===== config.mk =====
export PLATFORM = sky130hd
export DESIGN_NAME = periodic_task_dispatcher
export DESIGN_NICKNAME = d
export VERILOG_FILES = /design/src/ptd_pkg.sv /design/src/periodic_task_dispatcher.sv /design/src/ptd_table.sv /design/src/ptd_due_unit.sv
export VERILOG_INCLUDE_DIRS = /design/src /design/src/src
export SDC_FILE = /design/constraint.sdc
export NUM_CORES = 2
export LEC_CHECK = 0
export CORE_MARGIN = 3
export CORE_UTILIZATION = 50
export CTS_CLUSTER_SIZE = 12
export DETAILED_ROUTE_END_ITERATION = 12
export DONT_BUFFER_PORTS = 1
export HOLD_SLACK_MARGIN = 0.08
export PLACE_DENSITY = 0.76
export SETUP_SLACK_MARGIN = 0.4
export SYNTH_ARGS = -nofsm -noshare
export SYNTH_HDL_FRONTEND = slang
export SYNTH_SLANG_ARGS = --single-unit

===== constraint.sdc =====
create_clock -name clk_i -period 14.2 [get_ports clk_i]
set_input_delay 2.13 -clock clk_i [delete_from_list [all_inputs] [get_ports clk_i]]
set_output_delay 2.13 -clock clk_i [all_outputs]
set_load 0.005 [all_outputs]

===== src/assert_macros.svh =====
// Assertion macros shared by the dispatcher RTL.
`ifndef ASSERT_MACROS_SVH
`define ASSERT_MACROS_SVH
`ifndef SYNTHESIS
// Property must hold at every clock edge outside reset.
`define ASSERT_PROP(lbl, clk, rstn, prop) \
  lbl: assert property (@(posedge clk) disable iff (!rstn) (prop)) \
    else $error("property violated");
// Condition must never be true outside reset.
`define ASSERT_NEVER(lbl, clk, rstn, cond) \
  lbl: assert property (@(posedge clk) disable iff (!rstn) (!(cond))) \
    else $error("forbidden condition seen");
`else
`define ASSERT_PROP(lbl, clk, rstn, prop)
`define ASSERT_NEVER(lbl, clk, rstn, cond)
`endif
`endif


===== src/ptd_pkg.sv =====
// Types, constants and codes of the periodic task dispatcher.
package ptd_pkg;

  // Table geometry
  localparam int unsigned TABLE_DEPTH = 16;
  localparam int unsigned MAX_OUT     = 16;
  localparam int unsigned IDX_W       = (TABLE_DEPTH > 1) ? $clog2(TABLE_DEPTH) : 1;
  localparam int unsigned CNT_W       = $clog2(TABLE_DEPTH + 1);
  localparam int unsigned TIDX_W      = 4;
  localparam int unsigned CMP_W       = (CNT_W > TIDX_W) ? CNT_W : TIDX_W;
  localparam int unsigned SCAN_MAX    = (TABLE_DEPTH < MAX_OUT) ? TABLE_DEPTH : MAX_OUT;

  // Field widths
  localparam int unsigned MS_W   = 32;
  localparam int unsigned INTV_W = 42;
  localparam int unsigned TIME_W = 64;

  localparam logic [INTV_W-1:0] US_PER_MS = INTV_W'(1000);
  localparam logic [CNT_W-1:0]  CNT_FULL  = CNT_W'(TABLE_DEPTH);
  localparam logic [CNT_W-1:0]  CNT_SCAN  = CNT_W'(SCAN_MAX);

  typedef enum logic [1:0] {
    FUNC_ADD    = 2'd0,
    FUNC_ENABLE = 2'd1,
    FUNC_TICK   = 2'd2
  } func_e;

  typedef enum logic [1:0] {
    ST_OK        = 2'd0,
    ST_FULL      = 2'd1,
    ST_BAD_INDEX = 2'd2
  } status_e;

  typedef enum logic [1:0] {
    S_IDLE,
    S_EXEC,
    S_CHECK,
    S_FLUSH
  } state_e;

  // Table port controls from the sequencer
  typedef struct packed {
    logic              wr_intv_en;
    logic              wr_last_en;
    logic [IDX_W-1:0]  wr_addr;
    logic [INTV_W-1:0] wr_intv;
    logic [TIME_W-1:0] wr_last;
    logic              rd_en;
    logic [IDX_W-1:0]  rd_addr;
  } tbl_ctrl_t;

endpackage


===== src/periodic_task_dispatcher.sv =====
// Periodic task dispatcher top level: sequencer, task state and result register.
//
//   channel | handshake               | payload
//   --------+-------------------------+---------------------------------------------
//   input   | in_valid_i / in_ready_o | func_i task_index_i period_ms_i
//           |                         | enable_flag_i now_us_i
//   output  | out_valid_o/out_ready_i | fired_index_o fired_o last_o status_o
//
// Add, set enable and unused codes pass from the capture registers through S_EXEC
// and S_FLUSH into the output register. Tick: S_EXEC starts a scan of
// min(entries used, 16) entries in S_CHECK, then S_FLUSH loads the final result;
// the used entries pass in turn through the shared compare and table read port.
// A held output register stalls the scan when a further due entry is found and
// holds the final result, which keeps the input closed until it is taken.
// rst_ni clears control state asynchronously; the tables need no clearing pass.
`include "assert_macros.svh"
module periodic_task_dispatcher (
  input  logic                          clk_i,
  input  logic                          rst_ni,
  input  logic                          in_valid_i,
  output logic                          in_ready_o,
  input  logic [1:0]                    func_i,
  input  logic [ptd_pkg::TIDX_W-1:0]    task_index_i,
  input  logic [ptd_pkg::MS_W-1:0]      period_ms_i,
  input  logic                          enable_flag_i,
  input  logic [ptd_pkg::TIME_W-1:0]    now_us_i,
  output logic                          out_valid_o,
  input  logic                          out_ready_i,
  output logic [ptd_pkg::TIDX_W-1:0]    fired_index_o,
  output logic                          fired_o,
  output logic                          last_o,
  output logic [1:0]                    status_o
);

  ptd_pkg::state_e state_q, state_d;

  // Captured transaction
  logic [1:0]                    func_q;
  logic [ptd_pkg::TIDX_W-1:0]    tidx_q;
  logic [ptd_pkg::MS_W-1:0]      ms_q;
  logic                          flag_q;
  logic [ptd_pkg::TIME_W-1:0]    now_q;

  // Task state
  logic [ptd_pkg::CNT_W-1:0]       cnt_q;
  logic [ptd_pkg::TABLE_DEPTH-1:0] en_q;

  // Scan and pending result
  logic [ptd_pkg::IDX_W-1:0] scan_q;
  logic [ptd_pkg::CNT_W-1:0] limit_q;
  logic                      pend_valid_q;
  logic [ptd_pkg::IDX_W-1:0] pend_idx_q;
  ptd_pkg::status_e          resp_status_q, resp_status_d;

  // Output register
  logic                       out_valid_q;
  logic [ptd_pkg::TIDX_W-1:0] out_idx_q;
  logic                       out_fired_q;
  logic                       out_last_q;
  ptd_pkg::status_e           out_status_q;

  // Control
  ptd_pkg::tbl_ctrl_t         tbl_ctrl;
  logic [ptd_pkg::INTV_W-1:0] rd_intv;
  logic [ptd_pkg::TIME_W-1:0] rd_last;
  logic                       due;
  logic                       out_free;
  logic                       stall;
  logic                       advance;
  logic                       push;
  logic [ptd_pkg::IDX_W-1:0]  push_idx;
  logic                       push_fired;
  logic                       push_last;
  ptd_pkg::status_e           push_status;
  logic                       add_commit;
  logic                       en_write;
  logic                       pend_load;
  logic                       scan_start;

  logic [ptd_pkg::CMP_W-1:0]  tidx_ext;
  logic [ptd_pkg::CMP_W-1:0]  cnt_ext;
  logic                       idx_ok;
  logic                       full;
  logic [ptd_pkg::CNT_W-1:0]  limit_val;
  logic [ptd_pkg::CNT_W-1:0]  scan_next;
  logic                       scan_done;
  logic [ptd_pkg::INTV_W-1:0] ms_ext;
  logic [ptd_pkg::INTV_W-1:0] intv_us;
  logic [ptd_pkg::CMP_W-1:0]  push_idx_ext;

  // Decode helpers
  assign tidx_ext  = ptd_pkg::CMP_W'(tidx_q);
  assign cnt_ext   = ptd_pkg::CMP_W'(cnt_q);
  assign idx_ok    = tidx_ext < cnt_ext;
  assign full      = cnt_q == ptd_pkg::CNT_FULL;
  assign limit_val = (cnt_q > ptd_pkg::CNT_SCAN) ? ptd_pkg::CNT_SCAN : cnt_q;
  assign scan_next = ptd_pkg::CNT_W'(scan_q) + ptd_pkg::CNT_W'(1);
  assign scan_done = scan_next == limit_q;
  // ms * 1000 as ms * 1024 - ms * 16 - ms * 8
  assign ms_ext    = ptd_pkg::INTV_W'(ms_q);
  assign intv_us   = (ms_ext << 10) - (ms_ext << 4) - (ms_ext << 3);

  // Output slot and scan stall
  assign out_free = !out_valid_q || out_ready_i;
  assign stall    = due && pend_valid_q && !out_free;
  assign advance  = !stall;

  ptd_table u_table (
    .clk_i     (clk_i),
    .ctrl_i    (tbl_ctrl),
    .rd_intv_o (rd_intv),
    .rd_last_o (rd_last)
  );

  ptd_due_unit u_due (
    .now_i      (now_q),
    .last_run_i (rd_last),
    .interval_i (rd_intv),
    .enable_i   (en_q[scan_q]),
    .due_o      (due)
  );

  // Next state
  always_comb begin
    state_d = state_q;
    unique case (state_q)
      ptd_pkg::S_IDLE: begin
        if (in_valid_i) state_d = ptd_pkg::S_EXEC;
      end
      ptd_pkg::S_EXEC: begin
        if ((func_q == ptd_pkg::FUNC_TICK) && (limit_val != '0)) begin
          state_d = ptd_pkg::S_CHECK;
        end else begin
          state_d = ptd_pkg::S_FLUSH;
        end
      end
      ptd_pkg::S_CHECK: begin
        if (advance && scan_done) state_d = ptd_pkg::S_FLUSH;
      end
      ptd_pkg::S_FLUSH: begin
        if (out_free) state_d = ptd_pkg::S_IDLE;
      end
      default: state_d = ptd_pkg::S_IDLE;
    endcase
  end

  // Sequencer outputs
  always_comb begin
    tbl_ctrl      = '0;
    push          = 1'b0;
    push_idx      = '0;
    push_fired    = 1'b0;
    push_last     = 1'b0;
    push_status   = ptd_pkg::ST_OK;
    add_commit    = 1'b0;
    en_write      = 1'b0;
    pend_load     = 1'b0;
    scan_start    = 1'b0;
    resp_status_d = resp_status_q;
    unique case (state_q)
      ptd_pkg::S_IDLE: ;
      ptd_pkg::S_EXEC: begin
        resp_status_d = ptd_pkg::ST_OK;
        unique case (func_q)
          ptd_pkg::FUNC_ADD: begin
            if (full) begin
              resp_status_d = ptd_pkg::ST_FULL;
            end else begin
              add_commit          = 1'b1;
              tbl_ctrl.wr_intv_en = 1'b1;
              tbl_ctrl.wr_last_en = 1'b1;
              tbl_ctrl.wr_addr    = cnt_q[ptd_pkg::IDX_W-1:0];
              tbl_ctrl.wr_intv    = intv_us;
              tbl_ctrl.wr_last    = '0;
            end
          end
          ptd_pkg::FUNC_ENABLE: begin
            if (idx_ok) begin
              en_write = 1'b1;
            end else begin
              resp_status_d = ptd_pkg::ST_BAD_INDEX;
            end
          end
          ptd_pkg::FUNC_TICK: begin
            scan_start       = 1'b1;
            tbl_ctrl.rd_en   = 1'b1;
            tbl_ctrl.rd_addr = '0;
          end
          default: ;
        endcase
      end
      ptd_pkg::S_CHECK: begin
        tbl_ctrl.rd_en   = advance && !scan_done;
        tbl_ctrl.rd_addr = scan_next[ptd_pkg::IDX_W-1:0];
        if (due && advance) begin
          tbl_ctrl.wr_last_en = 1'b1;
          tbl_ctrl.wr_addr    = scan_q;
          tbl_ctrl.wr_last    = now_q;
          pend_load           = 1'b1;
          // an earlier due entry leaves as a non-final result
          if (pend_valid_q) begin
            push       = 1'b1;
            push_idx   = pend_idx_q;
            push_fired = 1'b1;
          end
        end
      end
      ptd_pkg::S_FLUSH: begin
        if (out_free) begin
          push        = 1'b1;
          push_idx    = pend_valid_q ? pend_idx_q : '0;
          push_fired  = pend_valid_q;
          push_last   = 1'b1;
          push_status = resp_status_q;
        end
      end
      default: ;
    endcase
  end

  // Control registers
  always_ff @(posedge clk_i or negedge rst_ni) begin
    if (!rst_ni) begin
      state_q       <= ptd_pkg::S_IDLE;
      cnt_q         <= '0;
      en_q          <= '0;
      scan_q        <= '0;
      limit_q       <= '0;
      pend_valid_q  <= 1'b0;
      resp_status_q <= ptd_pkg::ST_OK;
      out_valid_q   <= 1'b0;
    end else begin
      state_q       <= state_d;
      resp_status_q <= resp_status_d;
      if (add_commit) begin
        cnt_q                                <= cnt_q + ptd_pkg::CNT_W'(1);
        en_q[cnt_q[ptd_pkg::IDX_W-1:0]]      <= flag_q;
      end
      if (en_write) begin
        en_q[tidx_ext[ptd_pkg::IDX_W-1:0]] <= flag_q;
      end
      if (scan_start) begin
        scan_q  <= '0;
        limit_q <= limit_val;
      end else if ((state_q == ptd_pkg::S_CHECK) && advance && !scan_done) begin
        scan_q <= scan_next[ptd_pkg::IDX_W-1:0];
      end
      if (pend_load) begin
        pend_valid_q <= 1'b1;
      end else if (push && push_last) begin
        pend_valid_q <= 1'b0;
      end
      if (push) begin
        out_valid_q <= 1'b1;
      end else if (out_ready_i) begin
        out_valid_q <= 1'b0;
      end
    end
  end

  assign push_idx_ext = ptd_pkg::CMP_W'(push_idx);

  // Payload registers
  always_ff @(posedge clk_i) begin
    if (in_valid_i && in_ready_o) begin
      func_q <= func_i;
      tidx_q <= task_index_i;
      ms_q   <= period_ms_i;
      flag_q <= enable_flag_i;
      now_q  <= now_us_i;
    end
    if (pend_load) begin
      pend_idx_q <= scan_q;
    end
    if (push) begin
      out_idx_q    <= push_idx_ext[ptd_pkg::TIDX_W-1:0];
      out_fired_q  <= push_fired;
      out_last_q   <= push_last;
      out_status_q <= push_status;
    end
  end

  assign in_ready_o    = state_q == ptd_pkg::S_IDLE;
  assign out_valid_o   = out_valid_q;
  assign fired_index_o = out_idx_q;
  assign fired_o       = out_fired_q;
  assign last_o        = out_last_q;
  assign status_o      = out_status_q;

  // Checks
  `ASSERT_PROP(a_fired_ok, clk_i, rst_ni, out_valid_o && fired_o |-> status_o == ptd_pkg::ST_OK)
  `ASSERT_PROP(a_mid_fired, clk_i, rst_ni, out_valid_o && !last_o |-> fired_o)
  `ASSERT_NEVER(a_cnt_range, clk_i, rst_ni, cnt_q > ptd_pkg::CNT_FULL)
  `ASSERT_NEVER(a_idle_pend, clk_i, rst_ni, (state_q == ptd_pkg::S_IDLE) && pend_valid_q)

endmodule


===== src/ptd_table.sv =====
// Interval and last-run memories, one write and one registered read port each.
module ptd_table (
  input  logic                          clk_i,
  input  ptd_pkg::tbl_ctrl_t            ctrl_i,
  output logic [ptd_pkg::INTV_W-1:0]    rd_intv_o,
  output logic [ptd_pkg::TIME_W-1:0]    rd_last_o
);

  logic [ptd_pkg::INTV_W-1:0] intv_mem [ptd_pkg::TABLE_DEPTH];
  logic [ptd_pkg::TIME_W-1:0] last_mem [ptd_pkg::TABLE_DEPTH];

  // Writes
  always_ff @(posedge clk_i) begin
    if (ctrl_i.wr_intv_en) begin
      intv_mem[ctrl_i.wr_addr] <= ctrl_i.wr_intv;
    end
    if (ctrl_i.wr_last_en) begin
      last_mem[ctrl_i.wr_addr] <= ctrl_i.wr_last;
    end
  end

  // Registered reads, held while rd_en is low
  always_ff @(posedge clk_i) begin
    if (ctrl_i.rd_en) begin
      rd_intv_o <= intv_mem[ctrl_i.rd_addr];
      rd_last_o <= last_mem[ctrl_i.rd_addr];
    end
  end

endmodule


===== src/ptd_due_unit.sv =====
// Shared elapsed-time subtract and compare used once per scanned entry.
module ptd_due_unit (
  input  logic [ptd_pkg::TIME_W-1:0] now_i,
  input  logic [ptd_pkg::TIME_W-1:0] last_run_i,
  input  logic [ptd_pkg::INTV_W-1:0] interval_i,
  input  logic                       enable_i,
  output logic                       due_o
);

  logic [ptd_pkg::TIME_W-1:0] elapsed;

  // Wrapping 64-bit elapsed time against the interval
  assign elapsed = now_i - last_run_i;
  assign due_o   = enable_i && (elapsed >= ptd_pkg::TIME_W'(interval_i));

endmodule


# Word-level counts from Yosys, hierarchy flattened
# Memories as Yosys holds them, arrays and structs flattened. A register that Yosys moved wholly into a read port is not among the register bits.
# Index checks and enable logic that the tools add are counted.
[word_totals]
reg_bits = 151
mem_bits_rw = 1696
in_bits = 107
out_inout_bits = 10
word_cells = 128
mem_count = 2
[memory_table]
columns = ["memory", "depth", "width", "rd", "rd_clocked_by_memory_dff", "wr", "line", "source"]
rows = [
  ["u_table.last_mem", 16, 64, 1, 1, 1, "ptd_table.sv:10", "logic [ptd_pkg::TIME_W-1:0] last_mem [ptd_pkg::TABLE_DEPTH];"],
  ["u_table.intv_mem", 16, 42, 1, 1, 1, "ptd_table.sv:9", "logic [ptd_pkg::INTV_W-1:0] intv_mem [ptd_pkg::TABLE_DEPTH];"],
]
[classes]
n_addsub = 5
magnitude_cmp = 8
n_eq_ne = 10
muxes = 59
reduce_logical = 26
[op_table]
columns = ["cell", "n"]
rows = [
  ["$mux 112", 2],
  ["$pmux 69 s2", 1],
  ["$ge 64x42->1", 1],
  ["$mux 64", 1],
  ["$sub 64x64->64", 1],
  ["$mux 42", 1],
  ["$sub 42x35->42", 1],
  ["$sub 42x36->42", 1],
  ["$bwmux 16", 2],
  ["$mux 16", 2],
  ["$mux 1", 29],
  ["$mux 4", 5],
  ["$lt 4x5->1 const B", 3],
  ["$mux 5", 3],
  ["$logic_and 1x1->1", 13],
  ["$pmux 5 s2", 1],
  ["$demux 1 s4", 2],
  ["$ge 4x1->1 const B", 2],
  ["$mux 2", 4],
  ["$pmux 2 s4", 1],
  ["$pmux 4 s2", 1],
  ["$eq 2x2->1 const B", 3],
  ["$ne 2x2->1 const B", 3],
  ["$reduce_bool 2->1", 3],
  ["16 further kinds", 22],
]

# Depth between registers and ports, before layout
[depth]
ltp_word = 12
ltp_mapped = 30
mapped_depth_nobuf = 28

# By module
# From an unflattened synthesis, not the netlist that was laid out.
[unflattened]
hier_cells = 4477
area_unflattened_um2 = 81609.5
[by_module_without_submodules]
columns = ["module", "n_inst", "cells_each", "area_each_um2", "seq_area_each_um2"]
rows = [
  ["ptd_table", 1, 2739, 66696.5, 54111.9],
  ["periodic_task_dispatcher", 1, 894, 9494.1, 4354.2],
  ["ptd_due_unit", 1, 844, 5418.9, 0.0],
]

# Least setup slack after synthesis
# No wires, ideal clock.
[synth_path]
kind = "reg-to-reg"
startpoint = "register now_q[5] (netlist bit)"
endpoint = "memory u_table.last_mem[5][0] (netlist bit) (enable)"
setup_ns = 0.666
t_arrival_ns = 11.646
required_ns = 13.534
slack_ns = 1.888
path_stages_with_launch = 25
path_buffers = 0
synth_period_minus_slack_ns = 12.312
cell_sequence = "edfxtp_1 -> ha_1 -> and2_4 -> a2111o_1 -> o21a_1 -> or2_2 -> a21o_1 -> a21oi_1 -> o21bai_1 -> a21oi_1 -> xnor2_1 -> ha_1 -> and4_1 -> a221oi_1 -> o2bb2ai_1 -> nor4_1 -> nand4_1 -> a2111oi_4 -> o2111ai_1 -> nor4_2 -> nand4b_2 -> nor2_4 -> nor2_4 -> mux2i_2 -> nor4b_1"
[synth_via]
elab_chain_cells = 11
[synth_lines]
columns = ["item", "line", "source"]
rows = [
  ["start: declaration", "periodic_task_dispatcher.sv:42", "logic [ptd_pkg::TIME_W-1:0] now_q;"],
  ["start signal: assignment", "periodic_task_dispatcher.sv:270", "now_q <= now_us_i;"],
  ["$sub 64x64->64 *", "ptd_due_unit.sv:13", "assign elapsed = now_i - last_run_i;"],
  ["$ge 64x42->1 *", "ptd_due_unit.sv:14", "assign due_o = enable_i && (elapsed >= ptd_pkg::TIME_W'(interval_i));"],
  ["$logic_and 1x1->1 *", "ptd_due_unit.sv:14", ""],
  ["$logic_and 1x1->1 (2 in a row)", "periodic_task_dispatcher.sv:105", "assign stall = due && pend_valid_q && !out_free;"],
  ["$logic_not 1->1", "periodic_task_dispatcher.sv:106", "assign advance = !stall;"],
  ["$logic_and 1x1->1 *", "periodic_task_dispatcher.sv:195", "if (due && advance) begin"],
  ["$mux 5 *", "periodic_task_dispatcher.sv:195", ""],
  ["$pmux 5 s2 *", "periodic_task_dispatcher.sv:160", "unique case (state_q)"],
  ["$mux 1", "ptd_table.sv:17", "if (ctrl_i.wr_last_en) begin"],
  ["$mux 1 (not written as such)", "ptd_table.sv:18", "last_mem[ctrl_i.wr_addr] <= ctrl_i.wr_last;"],
  ["end: declaration", "ptd_table.sv:10", ""],
]
# Every way passes the cells marked *; elsewhere a longest branch is shown, timed or not.

# Worst setup path in the final report
[layout_path]
startpoint = "register now_q[0] (netlist bit)"
endpoint = "memory u_table.last_mem[2][3] (netlist bit) (enable)"
# Same word-level chain as after synthesis.

==> results.tsv <==
stage	metric	value	unit
synthesis	Yosys reg bits	1902	
clocking	post-cts gate resize count	0	
clocking	total CTS buffers	188	
clocking	Post-CTS Setup Bufs	0	
detailed_routing	Remaining DRCs	0	
detailed_routing	WL/cell	28.8	um
power	peak supply drop	156	uV
timing	final clock skew	44.5	ps
setup_path	Crit path buffers/inverters	3	
setup_path	CP required	14610	ps
timing	Final Hold Fails	0	
die	Initial Util	50.5	%
setup_path	critical path's top delay family	compound AO/OA/AOI/OAI gates	
die	I/O pins	117	
power	pwr dens	188	nW/um2
detailed_routing	drt via density	6.30	
detailed_routing	Pre-antenna DRT Iters	5	
global_routing	first-pass GRT wire length	291	mm
finish	FF/Latch Area	56900	um2
die	Die H	407	um
synthesis	Synth Cell Area	80400	um2
clocking	worst skew pair latency	830	ps
finish	Final #Nets	4915	
timing	Max transition margin	14.3	%
synthesis	largest cells by area after synthesis	edfxtp_1, mux4_2, ha_1	
synthesis	Synth Area per Inst	17.5	um2
setup_path	Worst setup SP type	register	
timing	final setup TNS	0	ps
synthesis	sequential area share after synthesis	70.8	%
die	total die area	166000	um2
detailed_routing	Routed Antenna Nets	0	
timing	final period utilization	61.8	%
setup_path	Setup Crit Path Kind	register to register	
job	max cap viols	0	
timing	final setup violation count	0	
timing	Slew Viols, Final	0	
clocking	Post-CTS Hold Buffers	0	
die	Core Area	159000	um2
outcome	status	complete, no violations	
finish	share of cells above drive strength 1	17.1	%
place	gp weighted congestion	0.934	
clocking	CTS tree	done	
global_routing	antenna violations before repair	32	
timing	worst-margin pin slew	1280	ps
detailed_routing	routed via count	43378	
detailed_routing	1st-iter DRT viols	5039	
global_routing	GRT Residual Overflow	0	
setup_path	Worst Path Max Fanout	64	
clocking	Root Buffer Master	clkbuf_16	
worst_hold_path	Hold Crit Class	register to register	
place	HPWL Detailed	117	mm
timing	setup ws final	5420	ps
clocking	Clock transition at path regs	60	ps
synthesis	Top FF cell, synth	edfxtp_1	
finish	fill cell count	11591	
timing	Final min period	8780	ps
global_routing	largest net degree at the start of global routing	124	
clocking	clock buffer depth	3	
detailed_routing	Routed WL	198	mm
synthesis	Syn Inst Count	4584	
place	pre-CTS setup slack	5520	ps
power	Static Leak	0.0301	uW
synthesis	asr flop ratio synth	1.89	%
die	Die Wd	407	um
synthesis	Synth area leader	edfxtp_1	
global_routing	total global-route track usage	24.0	%
timing	Fmax	114	MHz
clocking	Sink Count	1902	
synthesis	post-synth top area share	69.7	%
synthesis	Netlist cell types	100	
clocking	H-tree Lvls	4	
synthesis	Post-synth EDFFs	1866	
die	FP Rows	146	
setup_path	critical path data arrival time	9190	ps
setup_path	element type at the critical path end	register	
setup_path	Critical Path Max Stage Delay	860	ps
global_routing	vias in the first global route	43460	
synthesis	syn nets	4876	
finish	synth-to-layout area growth	10.2	%
setup_path	Slowest-stage cell, CP	buf_4	
place	PortBufs	0	
timing	RSZ-0062 raised after global routing	no	
synthesis	warnings from Yosys	0	
finish	Multi-input gate area	22200	um2
[path summary, 6_finish.rpt]
check                      cells past startpoint        from                      to  slack (ps)
setup / recovery                              29    now_q[0]  u_table.last_mem[2][3]        5420
min in group asynchronous                      0      rst_ni                en_q[13]        1010
setup reg to reg                              29    now_q[0]  u_table.last_mem[2][3]        5420
max in group asynchronous                      0      rst_ni               scan_q[0]       13070
hold / removal                                 2  limit_q[1]              limit_q[1]         500
hold reg to reg                                2  limit_q[1]              limit_q[1]         500
[state kept, by name, indices dropped and copies added, names as in the netlist, 4 cells and up]
signal             cells
fired_index_o          4
limit_q                5
now_q                 64
en_q                  16
u_table.last_mem    1024
u_table.rd_intv_o     39
ms_q                  32
tidx_q                 4
u_table.intv_mem     624
u_table.rd_last_o     64
cnt_ext                5
scan_q                 4
pend_idx_q             4
[cells by family after synthesis]
group	after synthesis	share of synthesized area [%]
and+or+nand+nor	928	5.72
muxes	442	12.0
buffers and inverters	398	1.93
adders and majority gates	185	3.12
DFF	1902	70.8
AOI/OAI and AO/OA	639	5.38
xor gates and xnor gates	90	0.981
[routing by layer]
metal	routed length [um]	vias up	GRT usage, %
met4	8030	2	10.2
met1	74500	22399	31.5
met2	99500	2291	40.0
li1	-	18292	-
met5	13	-	0
met3	16000	394	4.15
[worst min-delay path: stages (launching register included)]
cell	delay, ps
dfrtp_1	350
nand2_1	60
nand2_1	50
[final cells by class]
cell class	instances	area share, %
Multi-Input combinational cell	2284	25.0
Clock buffer	235	5.54
Antenna cell	22	0.0622
Inverter	176	0.746
Tap cell	2146	3.03
Sequential cell	1902	64.3
Clock inverter	52	0.617
Timing Repair Buffer	71	0.701
[report_power, final]
part / switching, uW / total [uW] / leakage [uW] / internal, uW
combinational: 3210 / 5200 / 0.00910 / 1990
clock: 2030 / 4520 / 0.00262 / 2500
sequential: 176 / 6930 / 0.0184 / 6760
[cells in the final DEF, fill, tap and decap left out, drive strengths merged, types with 19 or more instances in the layout]
cell,n
a211oi,119
a21o,59
a21oi,117
a31oi,125
and2,179
and3,24
buf,71
clkbuf,235
clkinv,45
dfrtp,36
diode,22
edfxtp,1866
fa,26
ha,159
inv,177
mux4,417
nand2,341
nand2b,26
nand3,47
nand4,37
nor2,145
nor3,49
o21ai,72
o21bai,19
o22ai,25
xnor2,53
xor2,37
[synthesized netlist by cell type (all sizes together) (36+ instances only)]
cell / n
and2: 179
a21o: 59
nand3: 47
clkbuf: 153
xor2: 37
dfrtp: 36
edfxtp: 1866
ha: 159
buf: 69
mux4: 417
xnor2: 53
o21ai: 72
nand2: 341
nand4: 37
inv: 176
a21oi: 117
a31oi: 125
nor3: 49
nor2: 145
a211oi: 119
[per-stage QoR]
stage	hold slack, ps	utilization (%)	power (uW)	instances	area (um2)
after CTS	500	55.6	16700	6866	88500
after global placement	475	52.2	12100	6579	83100
after floorplan	449	-	10600	4584	80400
final	498	55.7	16700	6888	88600
after detailed placement	480	52.2	12200	6579	83100
after global routing	512	55.6	17400	6879	88500
Power figures use the tool's default switching activity.
